==> config.mk <==
export PLATFORM = sky130hd
export DESIGN_NAME = wildcard_byte_pattern_search
export DESIGN_NICKNAME = d
export VERILOG_FILES = /design/src/hdl/wbps_pkg.sv /design/src/hdl/wbps_window.sv /design/src/hdl/wbps_match.sv /design/src/hdl/wildcard_byte_pattern_search.sv
export SDC_FILE = /design/constraint.sdc
export NUM_CORES = 2
export LEC_CHECK = 0
export CELL_PAD_IN_SITES_DETAIL_PLACEMENT = 1
export CELL_PAD_IN_SITES_GLOBAL_PLACEMENT = 1
export CORE_MARGIN = 5
export CORE_UTILIZATION = 55
export DETAILED_ROUTE_END_ITERATION = 10
export DONT_BUFFER_PORTS = 1
export PLACE_DENSITY = 0.85
export SYNTH_ARGS = -nofsm -noshare
export SYNTH_HDL_FRONTEND = slang
export SYNTH_SLANG_ARGS = --single-unit
==> constraint.sdc <==
create_clock -name clk -period 13.9 [get_ports clk]
set_clock_uncertainty 0.15 [all_clocks]
set_input_delay 1.39 -clock clk [delete_from_list [all_inputs] [get_ports clk]]
set_output_delay 1.39 -clock clk [all_outputs]
set_load 0.05 [all_outputs]
==> src/hdl/wbps_pkg.sv <==
// wbps_pkg: shared types and constants for the wildcard byte pattern search
// item structs, stage control struct, configuration register indexes
// no dependencies
package wbps_pkg;

    localparam int REG_BYTES  = 32;
    localparam int BYTE_W     = 8;
    localparam int LEN_W      = 6;
    localparam int CFG_IDX_W  = 3;
    localparam int CFG_DATA_W = 64;
    localparam int OUT_OFF_W  = 32;

    localparam logic [BYTE_W-1:0] WILDCARD_BYTE = 8'h2A;

    typedef enum logic [CFG_IDX_W-1:0] {
        CFG_PATTERN_0_7   = 3'd0,
        CFG_PATTERN_8_15  = 3'd1,
        CFG_PATTERN_16_23 = 3'd2,
        CFG_PATTERN_24_31 = 3'd3,
        CFG_PATTERN_LEN   = 3'd4,
        CFG_MATCH_MODE    = 3'd5
    } cfg_index_t;

    typedef struct packed {
        logic [BYTE_W-1:0] data_byte;
        logic              last_byte;
    } in_item_t;

    typedef struct packed {
        logic                 found;
        logic [OUT_OFF_W-1:0] match_offset;
    } out_item_t;

    typedef struct packed {
        logic valid;
        logic last;
    } wbps_ctl_t;

endpackage

==> src/hdl/wbps_window.sv <==
// wbps_window: input stage, shifts accepted bytes into the window register
// and keeps the saturating byte position counter
// depends on wbps_pkg
module wbps_window
    import wbps_pkg::*;
#(
    parameter int WIN         = 32,
    parameter int OFFSET_BITS = 32
)
(
    input  logic                           clk,
    input  logic                           rst_n,
    input  logic                           in_valid,
    output logic                           in_stall,
    input  in_item_t                       in_data,
    input  logic                           take,
    output wbps_ctl_t                      ctl,
    output logic [WIN-1:0][BYTE_W-1:0]     window,
    output logic [OFFSET_BITS-1:0]         byte_idx
);

    localparam logic [OFFSET_BITS-1:0] POS_MAX = '1;

    wbps_ctl_t                      ctl_reg, ctl_next;
    logic [WIN-1:0][BYTE_W-1:0]     window_reg, window_next;
    logic [OFFSET_BITS-1:0]         pos_reg, pos_next;
    logic [OFFSET_BITS-1:0]         idx_reg, idx_next;
    logic                           accept;

    assign in_stall = ctl_reg.valid && !take;
    assign accept   = in_valid && !in_stall;

    always_comb
    begin
        ctl_next    = ctl_reg;
        window_next = window_reg;
        pos_next    = pos_reg;
        idx_next    = idx_reg;
        if (accept)
        begin
            ctl_next.valid = 1'b1;
            ctl_next.last  = in_data.last_byte;
            if (WIN > 1)
            begin
                for (int i = WIN - 1; i > 0; i--)
                begin
                    window_next[i] = window_reg[i-1];
                end
            end
            window_next[0] = in_data.data_byte;
            idx_next       = pos_reg;
            if (in_data.last_byte)
            begin
                pos_next = '0;
            end
            else if (pos_reg != POS_MAX)
            begin
                pos_next = pos_reg + 1'b1;
            end
        end
        else if (take)
        begin
            ctl_next.valid = 1'b0;
        end
    end

    always_ff @(posedge clk or negedge rst_n)
    begin
        if (!rst_n)
        begin
            ctl_reg <= '0;
            pos_reg <= '0;
        end
        else
        begin
            ctl_reg <= ctl_next;
            pos_reg <= pos_next;
        end
    end

    always_ff @(posedge clk)
    begin
        window_reg <= window_next;
        idx_reg    <= idx_next;
    end

    assign ctl      = ctl_reg;
    assign window   = window_reg;
    assign byte_idx = idx_reg;

endmodule

==> src/hdl/wbps_match.sv <==
// wbps_match: compare stage, matches the window against the pattern,
// tracks the recorded match and holds the result register
// depends on wbps_pkg
module wbps_match
    import wbps_pkg::*;
#(
    parameter int WIN         = 32,
    parameter int OFFSET_BITS = 32
)
(
    input  logic                           clk,
    input  logic                           rst_n,
    input  wbps_ctl_t                      ctl,
    input  logic [WIN-1:0][BYTE_W-1:0]     window,
    input  logic [OFFSET_BITS-1:0]         byte_idx,
    input  logic [WIN-1:0][BYTE_W-1:0]     pattern,
    input  logic [LEN_W-1:0]               len,
    input  logic                           match_mode,
    output logic                           take,
    output logic                           out_valid,
    input  logic                           out_stall,
    output out_item_t                      out_data
);

    localparam int WIN_IDX_W = (WIN > 1) ? $clog2(WIN) : 1;

    logic                       seen_reg, seen_next;
    logic [OFFSET_BITS-1:0]     start_reg, start_next;
    logic                       out_valid_reg, out_valid_next;
    out_item_t                  out_data_reg, out_data_next;
    logic [WIN-1:0]             byte_ok;
    logic                       hit;
    logic                       in_range;
    logic [OFFSET_BITS:0]       idx_plus;
    logic [OFFSET_BITS-1:0]     start_pos;
    logic                       rec_seen;
    logic [OFFSET_BITS-1:0]     rec_start;

    always_comb
    begin
        for (int i = 0; i < WIN; i++)
        begin
            logic [LEN_W-1:0] sel;
            sel = len - 1'b1 - LEN_W'(i);
            byte_ok[i] = (LEN_W'(i) >= len) || (pattern[i] == WILDCARD_BYTE)
                         || (pattern[i] == window[sel[WIN_IDX_W-1:0]]);
        end
    end

    assign idx_plus  = {1'b0, byte_idx} + 1'b1;
    assign in_range  = idx_plus >= (OFFSET_BITS+1)'(len);
    assign start_pos = OFFSET_BITS'(idx_plus - (OFFSET_BITS+1)'(len));
    assign hit       = in_range && (&byte_ok);

    assign take = ctl.valid && !(ctl.last && out_valid_reg && out_stall);

    always_comb
    begin
        rec_seen  = seen_reg;
        rec_start = start_reg;
        if (hit && (match_mode || !seen_reg))
        begin
            rec_seen  = 1'b1;
            rec_start = start_pos;
        end
    end

    always_comb
    begin
        seen_next      = seen_reg;
        start_next     = start_reg;
        out_data_next  = out_data_reg;
        out_valid_next = out_valid_reg && out_stall;
        if (take)
        begin
            if (ctl.last)
            begin
                seen_next                  = 1'b0;
                start_next                 = '0;
                out_valid_next             = 1'b1;
                out_data_next.found        = rec_seen;
                out_data_next.match_offset = rec_seen ? OUT_OFF_W'(rec_start) : '0;
            end
            else
            begin
                seen_next  = rec_seen;
                start_next = rec_start;
            end
        end
    end

    always_ff @(posedge clk or negedge rst_n)
    begin
        if (!rst_n)
        begin
            seen_reg      <= 1'b0;
            start_reg     <= '0;
            out_valid_reg <= 1'b0;
        end
        else
        begin
            seen_reg      <= seen_next;
            start_reg     <= start_next;
            out_valid_reg <= out_valid_next;
        end
    end

    always_ff @(posedge clk)
    begin
        out_data_reg <= out_data_next;
    end

    assign out_valid = out_valid_reg;
    assign out_data  = out_data_reg;

    a_last_gives_result: assert property (@(posedge clk) disable iff (!rst_n)
        (take && ctl.last) |=> out_valid_reg)
        else $error("result missing after last byte");

    a_blocked_last_waits: assert property (@(posedge clk) disable iff (!rst_n)
        (ctl.valid && ctl.last && !take) |=> (ctl.valid && ctl.last))
        else $error("blocked last byte lost");

    a_no_match_zero_offset: assert property (@(posedge clk) disable iff (!rst_n)
        (out_valid_reg && !out_data_reg.found) |-> (out_data_reg.match_offset == '0))
        else $error("offset nonzero without match");

    a_start_clear: assert property (@(posedge clk) disable iff (!rst_n)
        !seen_reg |-> (start_reg == '0))
        else $error("recorded start without match");

endmodule

==> src/hdl/wildcard_byte_pattern_search.sv <==
// wildcard_byte_pattern_search: top level, configuration registers and the
// window and compare stages
// depends on wbps_pkg, wbps_window, wbps_match
//
//  channel  | signals                             | transaction
//  ---------+-------------------------------------+---------------------------
//  in       | in_valid, in_stall, in_data         | one byte, last-byte mark
//  out      | out_valid, out_stall, out_data      | found and offset, per region
//  cfg      | cfg_write, cfg_index, cfg_data      | one register write
//
// one byte per cycle while in_stall is low; a byte goes window register -> compare ->
// result register, so the result follows the last byte through both registers
// reset clears the position counter, match record and pipeline valids
// a stalled result holds the compare stage only when it carries a last byte
module wildcard_byte_pattern_search
    import wbps_pkg::*;
#(
    parameter int PATTERN_MAX = 32,
    parameter int OFFSET_BITS = 32
)
(
    input  logic                     clk,
    input  logic                     rst_n,
    input  logic                     in_valid,
    output logic                     in_stall,
    input  in_item_t                 in_data,
    output logic                     out_valid,
    input  logic                     out_stall,
    output out_item_t                out_data,
    input  logic                     cfg_write,
    input  logic [CFG_IDX_W-1:0]     cfg_index,
    input  logic [CFG_DATA_W-1:0]    cfg_data
);

    localparam int WIN = (PATTERN_MAX < REG_BYTES) ? PATTERN_MAX : REG_BYTES;
    localparam int WORD_BYTES = CFG_DATA_W / BYTE_W;

    logic [REG_BYTES-1:0][BYTE_W-1:0]   pattern_reg, pattern_next;
    logic [LEN_W-1:0]                   length_reg, length_next;
    logic                               mode_reg, mode_next;
    logic [LEN_W-1:0]                   len_eff;
    wbps_ctl_t                          ctl;
    logic [WIN-1:0][BYTE_W-1:0]         window;
    logic [OFFSET_BITS-1:0]             byte_idx;
    logic                               take;

    always_comb
    begin
        pattern_next = pattern_reg;
        length_next  = length_reg;
        mode_next    = mode_reg;
        if (cfg_write)
        begin
            case (cfg_index)
                CFG_PATTERN_0_7:   pattern_next[0*WORD_BYTES +: WORD_BYTES] = cfg_data;
                CFG_PATTERN_8_15:  pattern_next[1*WORD_BYTES +: WORD_BYTES] = cfg_data;
                CFG_PATTERN_16_23: pattern_next[2*WORD_BYTES +: WORD_BYTES] = cfg_data;
                CFG_PATTERN_24_31: pattern_next[3*WORD_BYTES +: WORD_BYTES] = cfg_data;
                CFG_PATTERN_LEN:   length_next = cfg_data[LEN_W-1:0];
                CFG_MATCH_MODE:    mode_next   = cfg_data[0];
                default:           ;
            endcase
        end
    end

    always_ff @(posedge clk or negedge rst_n)
    begin
        if (!rst_n)
        begin
            pattern_reg <= '0;
            length_reg  <= LEN_W'(1);
            mode_reg    <= 1'b0;
        end
        else
        begin
            pattern_reg <= pattern_next;
            length_reg  <= length_next;
            mode_reg    <= mode_next;
        end
    end

    always_comb
    begin
        if (length_reg == '0)
        begin
            len_eff = LEN_W'(1);
        end
        else if (length_reg > LEN_W'(WIN))
        begin
            len_eff = LEN_W'(WIN);
        end
        else
        begin
            len_eff = length_reg;
        end
    end

    wbps_window #(
        .WIN         (WIN),
        .OFFSET_BITS (OFFSET_BITS)
    ) u_window (
        .clk      (clk),
        .rst_n    (rst_n),
        .in_valid (in_valid),
        .in_stall (in_stall),
        .in_data  (in_data),
        .take     (take),
        .ctl      (ctl),
        .window   (window),
        .byte_idx (byte_idx)
    );

    wbps_match #(
        .WIN         (WIN),
        .OFFSET_BITS (OFFSET_BITS)
    ) u_match (
        .clk        (clk),
        .rst_n      (rst_n),
        .ctl        (ctl),
        .window     (window),
        .byte_idx   (byte_idx),
        .pattern    (pattern_reg[WIN-1:0]),
        .len        (len_eff),
        .match_mode (mode_reg),
        .take       (take),
        .out_valid  (out_valid),
        .out_stall  (out_stall),
        .out_data   (out_data)
    );

endmodule
# After elaboration in Yosys (flattened, before gate mapping)
# Cells that the tools add are included.
[totals]
ff_bits = 652
input_bits = 81
[op_classes]
addsub = 35
n_lt_le_gt_ge = 66
n_eq_ne = 70
muxes = 76
reduce_logical = 90
[op_table]
columns = ["cell", "n"]
rows = [
  ["$bmux W8 S5", 32],
  ["$eq A8 B6 Y1 const B", 32],
  ["$eq A8 B8 Y1", 32],
  ["$mux W8", 32],
  ["$lt A5 B6 Y1 const B", 32],
  ["$mux W32", 4],
  ["$ge A5 B6 Y1 const A", 16],
  ["$sub A5 B5 Y5 const B", 16],
  ["$logic_or A1 B1 Y1", 65],
  ["$ge A4 B6 Y1 const A", 8],
  ["$sub A5 B4 Y5 const B", 8],
  ["$add A32 B1 Y33 const B", 1],
  ["$ge A33 B6 Y1", 1],
  ["$add A32 B1 Y32 const B", 1],
  ["$ne A32 B32 Y1 const B", 1],
  ["$reduce_and A32 Y1", 1],
  ["$sub A32 B6 Y32", 1],
  ["$ge A3 B6 Y1 const A", 4],
  ["$sub A5 B3 Y5 const B", 4],
  ["$reduce_and A2 Y1", 8],
  ["$ge A1 B6 Y1 const A", 2],
  ["$ge A2 B6 Y1 const A", 2],
  ["$mux W6", 2],
  ["$sub A5 B1 Y5 const B", 2],
  ["other kinds (11)", 30],
]

# Depth between registers and ports, before layout
[depth]
ltp_word = 14
ltp_mapped = 29
mapped_depth_nobuf = 19

# By module
# Synthesis repeated with hierarchy kept, for this count alone.
[unflattened]
hier_cells = 3986
area_unflattened_um2 = 48218.7
[modules_own_cells]
columns = ["module", "n_inst", "cells_each", "area_each_um2"]
rows = [
  ["wbps_match", 1, 2890, 26923.3],
  ["wbps_window", 1, 527, 10699.0],
  ["wildcard_byte_pattern_search", 1, 569, 10596.4],
]

# Worst setup path before layout
# No wires, ideal clock.
[synth_path]
path_type = "input -> register"
startpoint = "input out_stall"
endpoint = "register u_window.pos_reg[26]"
arrival_time_ps = 8781
setup_slack_ps = 4890
cell_stages = 9
path_buffers = 1
cell_sequence = "nand4_1 > nand2_1 > inv_1 > nand2b_1 > clkbuf_1 > nor3_1 > nand3_1 > or3_1 > a21oi_1"
[synth_via]
elab_chain_len = 8
[synth_rtl]
columns = ["item", "line_no", "rtl"]
rows = [
  ["start: declaration", "wildcard_byte_pattern_search.sv:28", "input logic out_stall,"],
  ["$logic_and A1 B1 Y1", "wbps_match.sv:55", "assign take = ctl.valid && !(ctl.last && out_valid_reg && out_stall);"],
  ["$logic_not A1 Y1", "wbps_match.sv:55", ""],
  ["$logic_and A1 B1 Y1", "wbps_match.sv:55", ""],
  ["$logic_not A1 Y1", "wbps_window.sv:30", "assign in_stall = ctl_reg.valid && !take;"],
  ["$logic_and A1 B1 Y1", "wbps_window.sv:30", ""],
  ["$logic_not A1 Y1", "wbps_window.sv:31", "assign accept = in_valid && !in_stall;"],
  ["$logic_and A1 B1 Y1", "wbps_window.sv:31", ""],
  ["via u_window.accept", "wbps_window.sv:28", "logic accept;"],
  ["$reduce_and A2 Y1 (no line)", "n/a", ""],
  ["end signal: assignment", "wbps_window.sv:77", "pos_reg <= pos_next;"],
  ["end: declaration", "wbps_window.sv:26", "logic [OFFSET_BITS-1:0] pos_reg, pos_next;"],
]
# The timed path passes the listed nets, and every way through them passes these cells.
# A chain may end at the register's enable or synchronous reset.

# Worst setup path after layout
[layout_path]
startpoint = "register length_reg[0]"
endpoint = "register u_match.start_reg[16]"
[layout_via]
elab_chain_len = 14
[layout_rtl]
columns = ["item", "line_no", "rtl"]
rows = [
  ["start: declaration", "wildcard_byte_pattern_search.sv:39", "logic [LEN_W-1:0] length_reg, length_next;"],
  ["start signal: assignment", "wildcard_byte_pattern_search.sv:77", "length_reg <= length_next;"],
  ["$gt A6 B6 Y1", "wildcard_byte_pattern_search.sv:88", "else if (length_reg > LEN_W'(WIN))"],
  ["$mux W6", "wildcard_byte_pattern_search.sv:88", ""],
  ["$mux W6 *", "wildcard_byte_pattern_search.sv:84", "if (length_reg == '0)"],
  ["$sub A5 B1 Y5", "wbps_match.sv:44", "sel = len - 1'b1 - LEN_W'(i);"],
  ["$sub A5 B1 Y5, or another cell as far along", "wbps_match.sv:44", ""],
  ["$bmux W8 S5", "wbps_match.sv:46", "|| (pattern[i] == window[sel[WIN_IDX_W-1:0]]);"],
  ["$mux W8 (not written as such)", "wbps_match.sv:46", ""],
  ["$eq A8 B8 Y1", "wbps_match.sv:46", ""],
  ["$logic_or A1 B1 Y1", "wbps_match.sv:46", ""],
  ["$reduce_and A32 Y1", "wbps_match.sv:53", "assign hit = in_range && (&byte_ok);"],
  ["$logic_and A1 B1 Y1", "wbps_match.sv:53", ""],
  ["$logic_and A1 B1 Y1", "wbps_match.sv:61", "if (hit && (match_mode || !seen_reg))"],
  ["$mux W32 *", "wbps_match.sv:61", ""],
  ["$mux W32 *", "wbps_match.sv:76", "if (ctl.last)"],
  ["end signal: assignment", "wbps_match.sv:103", "start_reg <= start_next;"],
  ["end: declaration", "wbps_match.sv:28", "logic [OFFSET_BITS-1:0] start_reg, start_next;"],
]
# Mark *: on every way between the ends. The rest lies on a longest branch, timed or not. The select of a mux whose other input is x is not followed.

==> metrics.md <==
| Metric | Value |
|---|---|
| Int Power | 6.36 mW |
| Register area share after synthesis | 34.4% |
| CP Data Required Time | 14.23 ns |
| Post-route core utilization | 59.5% |
| Filler cells | 10.2k |
| CTS tree | yes |
| Detail Route Antenna Nets | 0 |
| Worst hold margin | 0.264 ns |
| Area growth from synthesis to layout | 6.83% |
| Clk Latency, worst-skew pair | 0.70 ns |
| Layout cells sized above 1 | 16.3% |
| Worst Path Arrival | 10.38 ns |
| Pin count of the biggest net entering global routing | 332 |
| Detailed-router iteration count before antenna repair | 10 |
| Final setup margin | 3.85 ns |
| Num ports | 116 |
| HP Class | primary input to asynchronous set/reset pin |
| Wire per inst | 39.8 µm |
| Final Critical Period | 10.05 ns |
| Yosys cell types | 103 |
| Gr ovfl total | 0 |
| # DRC | 0 |
| Flop pwr share | 21.4% |
| Vias in the first global route | 48.8k |
| Placed cells | 6117 |
| CTS Hold Buffers Added | 0 |
| Via density | 7.99 |
| Synth warnings | 0 |
| Syn Nets | 5282 |
| Dominant synthesized flop cell | dfrtp_1 |
| Post-DP HPWL | 178000 µm |
| Crit end category | register |
| Post-CTS Setup Repair Bufs | 0 |
| Die area | 101000 µm² |
| Worst slack at placement | 4.91 ns |
| Die H | 318 µm |
| Async set or reset register ratio after synthesis | 50.8% |
| Yosys reg bits | 652 |
| Starting Density | 55.7% |
| Least-Margin Pin Slew | 1.64 ns |
| CTS resizes | 0 |
| Final setup violation count | 0 |
| NumNets Final | 5046 |
| 1st-iter DRT viols | 8331 |
| Initial antenna violation count | 16 |
| Static Leak | 20.7 nW |
| Cell Pwr Density | 233 nW/µm² |
| CTS max path bufs | 3 |
| Clock share of power | 17.2% |
| Psw | 6.63 mW |
| Vias | 50.1k |
| Crit share post-route | 72.3% |
| Final Hold Vio Count | 0 |
| Non-Filler Instances | 6276 |
| Power Total | 13.0 mW |
| Reg2Reg Setup Slack | 3.85 ns |
| Worst-path clk slew | 0.06 ns |
| RSZ-0062 raised after global routing | no |
| Combinational group share of total power | 61.5% |
| Worst r2r path cells | 14 |
| First-pass GRT wire length | 356000 µm |
| Max Fanout on Critical Path | 63 |
| I/O Buffers | 0 |
| FP Rows | 112 |
| Mapped cell area | 52100 µm² |
| CTS sink count | 652 |
| Maxcap violations | 6 |
| Run status | complete, but fails checks |
| Design Area, Final | 55700 µm² |
| R2R Path Start | length_reg[0]$_DFFE_PN1P_ |
| Core ar. | 93600 µm² |
| Placed cell areas | 52900 µm² |
| Critical Path Start Type | register |
| RR Endpoint | u_match.start_reg[16]$_DFFE_PN0P_ |
| Multi-input logic area | 32300 µm² |
| Placer congestion estimate | 1.08 |
| WL final | 250000 µm |
| GRT Overall Usage | 47.1% |
| EDFF count, synth | 321 |
| F_max | 99.5 MHz |
| Register area | 17900 µm² |
| Worst VDD drop | 162 µV |
| Die width | 318 µm |
| Net Sw Frac | 51.0% |
| Mean Syn Cell Area | 10.1 µm² |
| H-Tree Depth | 3 |
| Failing checks | capacitance limit, slew limit |
| CTS buffer count | 78 |
| Setup_tns | 0 ns |
| Max_slew headroom | -9.61% |
| Clock Root Buffer | clkbuf_16 |
| Kind of critical path | register to register |
| Post-Synthesis Cells | 5181 |
| Count of pins over their slew limit | 102 |
[final cells by class]
cell class                      instances  area share [%]
Multi-Input combinational cell       4053            58.1
Sequential cell                       652            32.2
Clock buffer                          100            4.01
Tap cell                             1254            2.82
Timing Repair Buffer                  107            1.54
Clock inverter                         41           0.848
Inverter                               53           0.380
Antenna cell                           16          0.0719
[placed cells by master (no fill, tap or decap), drive strengths merged, types with 49 or more instances in the layout]
master and n:
edfxtp 321, o32a 118, nand2 265, mux2i 328
xnor2 267, clkbuf 100, o211ai 161, mux2 422
nor2 304, nor4b 78, nor4 115, nand4 100
mux4 89, o211a 53, o21ai 216, or3 62
nand3 111, nor3 159, inv 61, buf 107
xor2 266, a2bb2oi 146, dfrtp 330, a21oi 103
o22ai 49
[layer usage]
metal | vias up | share of wire (%) | track usage, %
met3 | 1161 | 14 | 17.2
li1 | 19800 | - | -
met4 | 10 | 9.6 | 33.0
met5 | - | 0.024 | 0
met1 | 25200 | 35 | 57.7
met2 | 3986 | 42 | 69.1
[how the worst max path moves through the flow]
| stage | slack [ns] | cells after the start | end | start |
|---|---|---|---|---|
| 2_1_floorplan | 4.89 | 9 | u_window.pos_reg[26]$_DFFE_PN0P_ | out_stall |
| 3_3_place_gp | 5.07 | 18 | u_match.out_data[14]$_SDFFCE_PN0P_ | length_reg[5]$_DFFE_PN0P_ |
| 3_5_place_dp | 4.91 | 18 | u_match.out_data[25]$_SDFFCE_PN0P_ | length_reg[5]$_DFFE_PN0P_ |
| 4_1_cts | 4.88 | 18 | u_match.out_data[14]$_SDFFCE_PN0P_ | length_reg[5]$_DFFE_PN0P_ |
| 5_1_grt | 3.81 | 14 | u_match.start_reg[16]$_DFFE_PN0P_ | length_reg[0]$_DFFE_PN1P_ |
| 6_report | 3.85 | 14 | u_match.start_reg[16]$_DFFE_PN0P_ | length_reg[0]$_DFFE_PN1P_ |
[cell families (layout without fill, tap and decap cells)]
family,after synthesis,in the layout,share of synthesized area (%)
adder cells (fa/ha/maj),20,20,0.495
AND/OR/NAND/NOR,1450,1450,15.1
multiplexers,839,839,19.3
flip-flops,652,652,34.4
buffers and inverters,476,301,3.91
XOR/XNOR,533,533,9.20
other,0,16,0
AO/OA/AOI/OAI,1211,1211,17.6
[worst max-delay path: stages, from the launching register on]
cell,delay [ns]
dfstp_4,1.03
or2_4,0.71
buf_4,0.58
buf_4,0.78
o311ai_1,0.40
o221ai_1,1.10
mux2i_1,0.48
xnor2_1,0.24
o41ai_1,0.38
o221ai_1,0.63
o21bai_1,0.52
a2111oi_0,1.13
and4_1,0.42
and3_1,0.81
o21ai_0,0.33
[power groups by stage]
stage	Combinational [mW]	Clock, mW	Sequential [mW]
final	7.98	2.23	2.77
after detailed placement	7.50	0	2.77
after CTS	7.57	2.22	2.74
after global placement	7.33	0	2.76
after floorplan	5.08	0	2.57
after global routing	8.11	2.31	2.78
[Yosys cell counts (33+ instances only)]
master | number | share of area, %
and3_1 | 38 | 0.46
nand4_1 | 100 | 1.2
nor3_1 | 159 | 1.5
inv_1 | 47 | 0.34
dfrtp_1 | 330 | 16
buf_1 | 48 | 0.35
edfxtp_1 | 321 | 19
buf_2 | 100 | 0.96
xor2_1 | 265 | 4.5
nand3_1 | 108 | 1.0
o21ai_0 | 202 | 1.9
mux2_2 | 409 | 8.8
nor4_1 | 109 | 1.3
o211ai_1 | 161 | 2.3
a21oi_1 | 102 | 0.98
o211a_1 | 53 | 1.0
xnor2_1 | 259 | 4.4
mux2i_1 | 327 | 6.3
nor4b_1 | 78 | 1.3
a2bb2oi_1 | 146 | 2.5
or3_1 | 61 | 0.73
clkbuf_1 | 250 | 1.8
o32a_1 | 118 | 2.3
o22ai_1 | 49 | 0.59
mux4_2 | 85 | 3.7
nor2b_1 | 33 | 0.40
nor2_1 | 303 | 2.2
nand2_1 | 265 | 1.9
or4_1 | 34 | 0.49
(Power assumes the default switching activity.)
